===== src/rtl/ps2mc_pkg.sv =====
// Package for the PS/2 wheel-mouse packet decoder.
// Holds the header bit masks, the wheel codes, register indexes and the byte slot type.
// No dependencies.
package ps2mc_pkg;

  localparam int CoordBits = 10;
  localparam int CfgIdxBits = 2;

  localparam logic [7:0] HDR_OVERFLOW = 8'hc0;
  localparam logic [7:0] HDR_ALWAYS1  = 8'h08;
  localparam logic [7:0] HDR_BUTTONS  = 8'h07;
  localparam int         HDR_XSIGN_BIT = 4;
  localparam int         HDR_YSIGN_BIT = 5;

  localparam logic [7:0] WHEEL_UP_CODE   = 8'hff;
  localparam logic [7:0] WHEEL_DOWN_CODE = 8'h01;

  localparam logic [CfgIdxBits-1:0] REG_X_LIMIT = 2'd0;
  localparam logic [CfgIdxBits-1:0] REG_Y_LIMIT = 2'd1;

  localparam logic [CoordBits-1:0] X_LIMIT_RESET = 10'd319;
  localparam logic [CoordBits-1:0] Y_LIMIT_RESET = 10'd199;
  localparam int                   POS_X_RESET   = 160;
  localparam int                   POS_Y_RESET   = 100;

  typedef enum logic [1:0] {
    SLOT_HDR,
    SLOT_DX,
    SLOT_DY,
    SLOT_WHEEL
  } slot_t;

  typedef struct packed {
    logic [CoordBits-1:0] cursor_x;
    logic [CoordBits-1:0] cursor_y;
    logic                 wheel_up;
    logic                 wheel_down;
  } cursor_beat_t;

endpackage


===== src/rtl/ps2mc_byte_if.sv =====
// Stream channel for received mouse bytes.
// Depends on nothing.
interface ps2mc_byte_if;
  logic       valid;
  logic       ready;
  logic [7:0] rx_byte;

  modport source (output valid, output rx_byte, input ready);
  modport sink (input valid, input rx_byte, output ready);
endinterface


===== src/rtl/ps2mc_cursor_if.sv =====
// Stream channel for cursor results.
// Depends on nothing.
interface ps2mc_cursor_if;
  logic       valid;
  logic       ready;
  logic [9:0] cursor_x;
  logic [9:0] cursor_y;
  logic       wheel_up;
  logic       wheel_down;

  modport source (output valid, output cursor_x, output cursor_y, output wheel_up,
                  output wheel_down, input ready);
  modport sink (input valid, input cursor_x, input cursor_y, input wheel_up,
                input wheel_down, output ready);
endinterface


===== src/rtl/ps2mc_cfg_if.sv =====
// Configuration write channel: register index and write data.
// Depends on nothing.
interface ps2mc_cfg_if;
  logic       valid;
  logic       ready;
  logic [1:0] index;
  logic [9:0] data;

  modport source (output valid, output index, output data, input ready);
  modport sink (input valid, input index, input data, output ready);
endinterface


===== src/rtl/ps2_mouse_packet_cursor.sv =====
// Top level of the PS/2 wheel-mouse packet decoder with clamped cursor.
// Uses ps2mc_pkg and the ps2mc_byte_if, ps2mc_cursor_if, ps2mc_cfg_if interfaces.
// A result is registered in the cycle after the wheel byte is accepted when the
// output register is free; otherwise it waits in the skid entry until taken.
// Throughput: one byte per cycle; results sit in an output register and a
// one-entry skid, and input stalls only while the skid entry is occupied.
// Reset (rst, synchronous): waits for a header, cursor at 160/100, limits 319/199.
module ps2_mouse_packet_cursor
  import ps2mc_pkg::*;
#(
  parameter int POSITION_BITS = 10
) (
  input  logic           clk,
  input  logic           rst,
  ps2mc_byte_if.sink     rx,
  ps2mc_cursor_if.source cur,
  ps2mc_cfg_if.sink      cfg
);

  localparam int P  = POSITION_BITS;
  localparam int LW = (P > CoordBits) ? P : CoordBits;
  localparam logic [LW-1:0] MAXPOS = LW'((1 << P) - 1);

  logic [CoordBits-1:0] x_limit, y_limit;
  slot_t                byte_slot, byte_slot_next;
  logic [7:0]           header_store, dx_store, dy_store;
  logic [P-1:0]         pos_x, pos_y, pos_x_next, pos_y_next;

  logic         o_valid, s_valid;
  cursor_beat_t o_data, s_data, r_data;

  logic rx_fire, out_take, hdr_ok, r_valid;

  logic [LW-1:0]      xlim_sat, ylim_sat;
  logic signed [P+1:0] nx, ny, xlim_s, ylim_s;
  logic [LW-1:0]      px_ext, py_ext;

  assign rx.ready  = !s_valid;
  assign cfg.ready = 1'b1;
  assign rx_fire   = rx.valid && rx.ready;
  assign out_take  = cur.valid && cur.ready;

  assign hdr_ok = ((rx.rx_byte & HDR_OVERFLOW) == 8'h00) &&
                  ((rx.rx_byte & HDR_ALWAYS1) != 8'h00) &&
                  ((rx.rx_byte & HDR_BUTTONS) == 8'h00);

  // next slot
  always_comb begin
    byte_slot_next = byte_slot;
    if (rx_fire) begin
      case (byte_slot)
        SLOT_HDR:   byte_slot_next = hdr_ok ? SLOT_DX : SLOT_HDR;
        SLOT_DX:    byte_slot_next = SLOT_DY;
        SLOT_DY:    byte_slot_next = SLOT_WHEEL;
        SLOT_WHEEL: byte_slot_next = SLOT_HDR;
        default:    byte_slot_next = SLOT_HDR;
      endcase
    end
  end

  // position update
  always_comb begin
    xlim_sat = (LW'(x_limit) > MAXPOS) ? MAXPOS : LW'(x_limit);
    ylim_sat = (LW'(y_limit) > MAXPOS) ? MAXPOS : LW'(y_limit);
    xlim_s   = $signed({2'b00, xlim_sat[P-1:0]});
    ylim_s   = $signed({2'b00, ylim_sat[P-1:0]});
    nx = $signed({2'b00, pos_x}) +
         $signed({{(P-6){header_store[HDR_XSIGN_BIT]}}, dx_store});
    ny = $signed({2'b00, pos_y}) -
         $signed({{(P-6){header_store[HDR_YSIGN_BIT]}}, dy_store});
    if (nx < 0)           pos_x_next = '0;
    else if (nx > xlim_s) pos_x_next = xlim_sat[P-1:0];
    else                  pos_x_next = nx[P-1:0];
    if (ny < 0)           pos_y_next = '0;
    else if (ny > ylim_s) pos_y_next = ylim_sat[P-1:0];
    else                  pos_y_next = ny[P-1:0];
  end

  // result outputs
  always_comb begin
    r_valid = rx_fire && (byte_slot == SLOT_WHEEL);
    px_ext  = LW'(pos_x_next);
    py_ext  = LW'(pos_y_next);
    r_data.cursor_x   = px_ext[CoordBits-1:0];
    r_data.cursor_y   = py_ext[CoordBits-1:0];
    r_data.wheel_up   = (rx.rx_byte == WHEEL_UP_CODE);
    r_data.wheel_down = (rx.rx_byte == WHEEL_DOWN_CODE);
  end

  always_ff @(posedge clk) begin
    if (rst) begin
      x_limit   <= X_LIMIT_RESET;
      y_limit   <= Y_LIMIT_RESET;
      byte_slot <= SLOT_HDR;
      pos_x     <= P'(POS_X_RESET);
      pos_y     <= P'(POS_Y_RESET);
      o_valid   <= 1'b0;
      s_valid   <= 1'b0;
    end else begin
      byte_slot <= byte_slot_next;
      if (cfg.valid && cfg.ready) begin
        if (cfg.index == REG_X_LIMIT) x_limit <= cfg.data;
        else if (cfg.index == REG_Y_LIMIT) y_limit <= cfg.data;
      end
      if (r_valid) begin
        pos_x <= pos_x_next;
        pos_y <= pos_y_next;
      end
      if (!o_valid || out_take) begin
        if (s_valid) begin
          o_valid <= 1'b1;
          s_valid <= r_valid;
        end else begin
          o_valid <= r_valid;
        end
      end else if (r_valid) begin
        s_valid <= 1'b1;
      end
    end
  end

  always_ff @(posedge clk) begin
    if (rx_fire) begin
      if (byte_slot == SLOT_HDR) header_store <= rx.rx_byte;
      if (byte_slot == SLOT_DX)  dx_store     <= rx.rx_byte;
      if (byte_slot == SLOT_DY)  dy_store     <= rx.rx_byte;
    end
    if (!o_valid || out_take) begin
      if (s_valid) begin
        o_data <= s_data;
        if (r_valid) s_data <= r_data;
      end else if (r_valid) begin
        o_data <= r_data;
      end
    end else if (r_valid) begin
      s_data <= r_data;
    end
  end

  assign cur.valid      = o_valid;
  assign cur.cursor_x   = o_data.cursor_x;
  assign cur.cursor_y   = o_data.cursor_y;
  assign cur.wheel_up   = o_data.wheel_up;
  assign cur.wheel_down = o_data.wheel_down;

  a_skid_behind_out: assert property (@(posedge clk) disable iff (rst)
    s_valid |-> o_valid)
    else $error("skid entry held with empty output register");

  a_bad_header_dropped: assert property (@(posedge clk) disable iff (rst)
    (rx_fire && byte_slot == SLOT_HDR && !hdr_ok) |=> (byte_slot == SLOT_HDR))
    else $error("bad header advanced the byte slot");

  a_wheel_ends_packet: assert property (@(posedge clk) disable iff (rst)
    (rx_fire && byte_slot == SLOT_WHEEL) |=> (byte_slot == SLOT_HDR && o_valid))
    else $error("wheel byte did not close the packet with a result");

  a_no_stray_result: assert property (@(posedge clk) disable iff (rst)
    (!o_valid && !(rx_fire && byte_slot == SLOT_WHEEL)) |=> !o_valid)
    else $error("result appeared without a wheel byte");

endmodule

===== src/flat_wrapper.sv =====
// flat-port wrapper written by rule: the top's interface ports become plain ports
module ps2_mouse_packet_cursor_flat import ps2mc_pkg::*;
#(
  parameter int POSITION_BITS = 10
)
  (clk, rst, rx_valid, rx_rx_byte, rx_ready, cur_valid, cur_cursor_x, cur_cursor_y, cur_wheel_up, cur_wheel_down, cur_ready, cfg_valid, cfg_index, cfg_data, cfg_ready);
  ps2mc_byte_if rx_i ();
  ps2mc_cursor_if cur_i ();
  ps2mc_cfg_if cfg_i ();
  input  logic clk;
  input  logic rst;
  input wire logic [$bits(rx_i.valid)-1:0] rx_valid;
  input wire logic [$bits(rx_i.rx_byte)-1:0] rx_rx_byte;
  output wire logic [$bits(rx_i.ready)-1:0] rx_ready;
  output wire logic [$bits(cur_i.valid)-1:0] cur_valid;
  output wire logic [$bits(cur_i.cursor_x)-1:0] cur_cursor_x;
  output wire logic [$bits(cur_i.cursor_y)-1:0] cur_cursor_y;
  output wire logic [$bits(cur_i.wheel_up)-1:0] cur_wheel_up;
  output wire logic [$bits(cur_i.wheel_down)-1:0] cur_wheel_down;
  input wire logic [$bits(cur_i.ready)-1:0] cur_ready;
  input wire logic [$bits(cfg_i.valid)-1:0] cfg_valid;
  input wire logic [$bits(cfg_i.index)-1:0] cfg_index;
  input wire logic [$bits(cfg_i.data)-1:0] cfg_data;
  output wire logic [$bits(cfg_i.ready)-1:0] cfg_ready;
  assign rx_i.valid = rx_valid;
  assign rx_i.rx_byte = rx_rx_byte;
  assign rx_ready = rx_i.ready;
  assign cur_valid = cur_i.valid;
  assign cur_cursor_x = cur_i.cursor_x;
  assign cur_cursor_y = cur_i.cursor_y;
  assign cur_wheel_up = cur_i.wheel_up;
  assign cur_wheel_down = cur_i.wheel_down;
  assign cur_i.ready = cur_ready;
  assign cfg_i.valid = cfg_valid;
  assign cfg_i.index = cfg_index;
  assign cfg_i.data = cfg_data;
  assign cfg_ready = cfg_i.ready;
  ps2_mouse_packet_cursor #(.POSITION_BITS(POSITION_BITS)) u_core (.clk(clk), .rst(rst), .rx(rx_i), .cur(cur_i), .cfg(cfg_i));
endmodule

===== config.mk =====
export PLATFORM = sky130hd
export DESIGN_NAME = ps2_mouse_packet_cursor_flat
export DESIGN_NICKNAME = d
export VERILOG_FILES = /design/src/rtl/ps2mc_pkg.sv /design/src/rtl/ps2mc_byte_if.sv /design/src/rtl/ps2mc_cursor_if.sv /design/src/rtl/ps2mc_cfg_if.sv /design/src/rtl/ps2_mouse_packet_cursor.sv /design/src/flat_wrapper.sv
export SDC_FILE = /design/constraint.sdc
export NUM_CORES = 1
export LEC_CHECK = 0
export BUFFER_PORTS_ARGS = -buffer_cell sky130_fd_sc_hd__buf_4
export CAP_MARGIN = 25
export CORE_ASPECT_RATIO = 0.6
export CORE_MARGIN = 4
export CORE_UTILIZATION = 65
export CTS_BUF_LIST = sky130_fd_sc_hd__clkbuf_4
export DETAILED_ROUTE_END_ITERATION = 8
export PLACE_DENSITY = 0.86
export SKIP_LAST_GASP = 1
export SLEW_MARGIN = 20
export SYNTH_ARGS = -nofsm -noshare
export SYNTH_HDL_FRONTEND = slang
export SYNTH_SLANG_ARGS = --single-unit

===== constraint.sdc =====
create_clock -name clk -period 8.8 [get_ports clk]
set_clock_uncertainty 0.15 [all_clocks]
set_input_delay 1.32 -clock clk [delete_from_list [all_inputs] [get_ports clk]]
set_output_delay 1.32 -clock clk [all_outputs]
set_load 0.05 [all_outputs]

==> results_dict.tcl <==
set metrics [dict create \
    ctsResizeCount 0 \
    post_cts_buffers 0 \
    dieHeight_microns 80.0 \
    start_util_pct 69.1 \
    setup.worst_path.class "reg -> reg" \
    yosys_register_bits 106 \
    synth.cell_area_sq_um 5620 \
    post-route-period-util_pct 53.8 \
    place_area_sq_um 6050 \
    io_pins 50 \
    cp.required_ns 8.87 \
    rrSetupSlack_ns 4.06 \
    hold_viol_final 0 \
    dr.pass1.iters 6 \
    fin_setup_tns_ns 0 \
    post-route-cell-area_sq_um 6210 \
    dpl.cell_count 696 \
    leakagePower_nw 2.53 \
    areaGrowthSynthToFinish_pct 10.5 \
    antenna_found_initial 0 \
    netlist_instances 559 \
    timing.fmax_ghz 0.211 \
    multi_input_area_sq_um 2630 \
    yosysTopAreaCell "edfxtp_1" \
    clk_pin_slew_ns 0.16 \
    outcome "finished clean" \
    maxSlewHeadroom_pct 39.0 \
    cts_buffer_depth 2 \
    grt_usage_pct 29.8 \
    setup_violations 0 \
    reg2reg_depth 16 \
    nNetsFinal 674 \
    async_reset_ff_share_pct 0 \
    clockRootBuffer "clkbuf_4" \
    r2r-end "u_core.cur.cursor_x[3]" \
    worstReg2RegStart "u_core.pos_x[0]" \
    ys_dominant_reg_cell "edfxtp_1" \
    grt_pass1_wl_microns 22800 \
    synth.avg_cell_area_sq_um 10.1 \
    cts_hold_buf 0 \
    via_per_inst 6.23 \
    placementRows 25 \
    final_cells 713 \
    gp_congestion 1.02 \
    first_iter_violations 513 \
    yosysSeqAreaShare_pct 48.8 \
    peakVddDrop_v 0.0000861 \
    cts_tree "yes" \
    synth_area_leaders "edfxtp_1 (33%), dfxtp_1 (16%), ha_1 (10%)" \
    synth-edff-count 62 \
    maxCapViolCount 0 \
    fin_total_pwr_mw 0.939 \
    totalWireLength_microns 14500 \
    n_fill_cell 564 \
    wl_per_cell_microns 20.3 \
    fin_crit_ns 4.74 \
    maxSlewViolCount 0 \
    min_from "u_core.pos_x[6]" \
    drive_above_1_share_pct 13.6 \
    seq_area_sq_um 2740 \
    cts.sinks 106 \
    synth_nets 633 \
    critPathLaunchType "flop" \
    detail-route-antenna-nets 0 \
    endpoint_kind "flop" \
    tightest_slew_ns 0.911 \
    synth_top_area_share_pct 33.1 \
    numPortBuffers 48 \
    antenna_cells 0 \
    p_per_area_nw_per_um2 151 \
    yosys_warnings 0 \
    yosysUniqueCellTypes 59 \
    cts_buffers 9 \
    dp_hpwl_microns 11200 \
    cts_max_level 3 \
    hold-path-endpoint "u_core.pos_x[6]" \
    grt.overflow.total 0 \
    hold_path_class "reg -> reg" \
    whs_path_depth 2 \
    cp_max_fo 10 \
    drc_errors 0 \
    fp.dieArea_sq_um 10200 \
    core_sq_um 8130 \
    die_w_microns 128 \
    cp.arrival_ns 4.81 \
    grt_pass1_vias 4200 \
    worstSkewPairLatency_ns 0.47 \
    vias 4442 \
    rsz0062_at_grt "no" \
    grt_max_degree 34 \
]
how the worst max path moves through the flow:
stage	startpoint	end	slack, ns	cells after the start
3_3_place_gp	u_core.dx_store[3]	u_core.cur.cursor_x[6]	3.96	15
6_report	u_core.pos_x[0]	u_core.cur.cursor_x[3]	4.06	16
3_5_place_dp	u_core.dy_store[2]	u_core.cur.cursor_y[0]	4.10	15
5_1_grt	u_core.pos_x[0]	u_core.cur.cursor_x[3]	3.66	15
2_1_floorplan	u_core.pos_y[0]	u_core.cur.cursor_y[0]	5.05	19
4_1_cts	u_core.dy_store[2]	u_core.cur.cursor_y[0]	4.07	15
per-layer routing:
metal  track usage, %  vias up  share of wire (%)
li1                 -     2057                  -
met5                0        -                  0
met1             43.7     2058                 44
met4             6.89        0                1.1
met2             40.8      305                 39
met3             12.2       22                 16
metrics by stage:
stage	utilization (%)	setup WS [ns]	hold WS (ns)
2_1_floorplan	-	5.05	0.282
6_report	76.3	4.06	0.332
5_1_grt	76.3	3.66	0.357
3_3_place_gp	74.2	3.96	0.308
3_5_place_dp	74.3	4.10	0.309
4_1_cts	76.2	4.07	0.331
worst max-delay path, stage by stage (launching register included):
cell and delay, ns:
dfxtp_1 0.42, ha_1 0.19, inv_1 0.05, fa_1 0.41, nor2b_1 0.18, o31a_2 0.19, o21a_1 0.12, nor2_1 0.05
xnor2_1 0.16, ha_1 0.31, nand2_1 0.11, a2111oi_0 0.43, o31a_1 0.24, nor2_1 0.08, o311ai_4 0.62, mux2i_1 0.61
o21ai_1 0.16
cell usage in the layout, fill, tap and decap left out, drive strengths merged, types with 3 or more instances in the layout:
master | synthesis | layout
nor2 | 63 | 63
edfxtp | 62 | 62
nand2 | 57 | 57
buf | 7 | 52
o21ai | 52 | 52
ha | 47 | 47
dfxtp | 44 | 44
inv | 42 | 44
a21oi | 28 | 28
mux2i | 20 | 20
a211o | 14 | 14
o21a | 10 | 10
clkbuf | 14 | 10
xnor2 | 9 | 9
nor2b | 8 | 8
nand2b | 7 | 7
nor3 | 6 | 6
a211oi | 5 | 5
or2 | 5 | 5
nand4 | 4 | 4
or3 | 4 | 4
and2 | 4 | 4
xor2 | 4 | 4
o211a | 3 | 3
nand3 | 3 | 3
a21o | 3 | 3
o31a | 3 | 3
power by group:
| part | leakage [nW] | internal (mW) | switching (mW) |
|---|---|---|---|
| combinational | 1.53 | 0.0523 | 0.0857 |
| clock | 0.0751 | 0.0933 | 0.166 |
| sequential | 0.919 | 0.536 | 0.00665 |
| total | 2.53 | 0.681 | 0.258 |
logic make-up after synthesis:
logic type	count (synthesis)	share of synthesized area (%)
XOR/XNOR	13	2.03
buffers and inverters	64	4.88
AND/OR/NAND/NOR	170	13.7
flip-flops	106	48.8
other	1	0.0667
multiplexers	21	3.76
AO/OA/AOI/OAI	135	15.6
adder cells (fa/ha/maj)	49	11.2
state kept, by name (all words and copies together) (netlist names), 2 cells and up:
| register | count |
|---|---|
| u_core.s_data | 22 |
| u_core.cur.cursor_x | 10 |
| u_core.cur.cursor_y | 10 |
| u_core.pos_x | 10 |
| u_core.pos_y | 10 |
| u_core.x_limit | 10 |
| u_core.y_limit | 10 |
| u_core.dx_store | 8 |
| u_core.dy_store | 8 |
| u_core.byte_slot | 2 |
| u_core.header_store | 2 |
cell usage after synthesis (2+ instances only):
| cell type | n |
|---|---|
| a211o_1 | 14 |
| a211oi_1 | 5 |
| a21o_1 | 3 |
| a21oi_1 | 28 |
| a22o_1 | 2 |
| and2_1 | 4 |
| buf_1 | 2 |
| buf_4 | 2 |
| buf_6 | 2 |
| clkbuf_1 | 13 |
| dfxtp_1 | 44 |
| edfxtp_1 | 62 |
| fa_1 | 2 |
| ha_1 | 47 |
| inv_1 | 42 |
| mux2i_1 | 20 |
| nand2_1 | 57 |
| nand2b_1 | 7 |
| nand3_1 | 3 |
| nand4_1 | 4 |
| nor2_1 | 63 |
| nor2b_1 | 8 |
| nor3_1 | 6 |
| nor3b_1 | 2 |
| nor4_1 | 2 |
| o211a_1 | 3 |
| o21a_1 | 10 |
| o21ai_0 | 31 |
| o21ai_1 | 20 |
| o21bai_1 | 2 |
| o31a_1 | 2 |
| o31ai_1 | 2 |
| or2_2 | 4 |
| or3_1 | 4 |
| or4_1 | 2 |
| xnor2_1 | 9 |
| xor2_1 | 4 |
cell type report:
cell class / count / area share (%)
sequential: 106 / 44.2
multi-input combinational: 389 / 42.4
timing repair buffer: 52 / 6.29
inverter: 42 / 2.54
tap: 108 / 2.18
clock buffer: 10 / 1.21
clock inverter: 6 / 1.19
(Power assumes the default switching activity.)
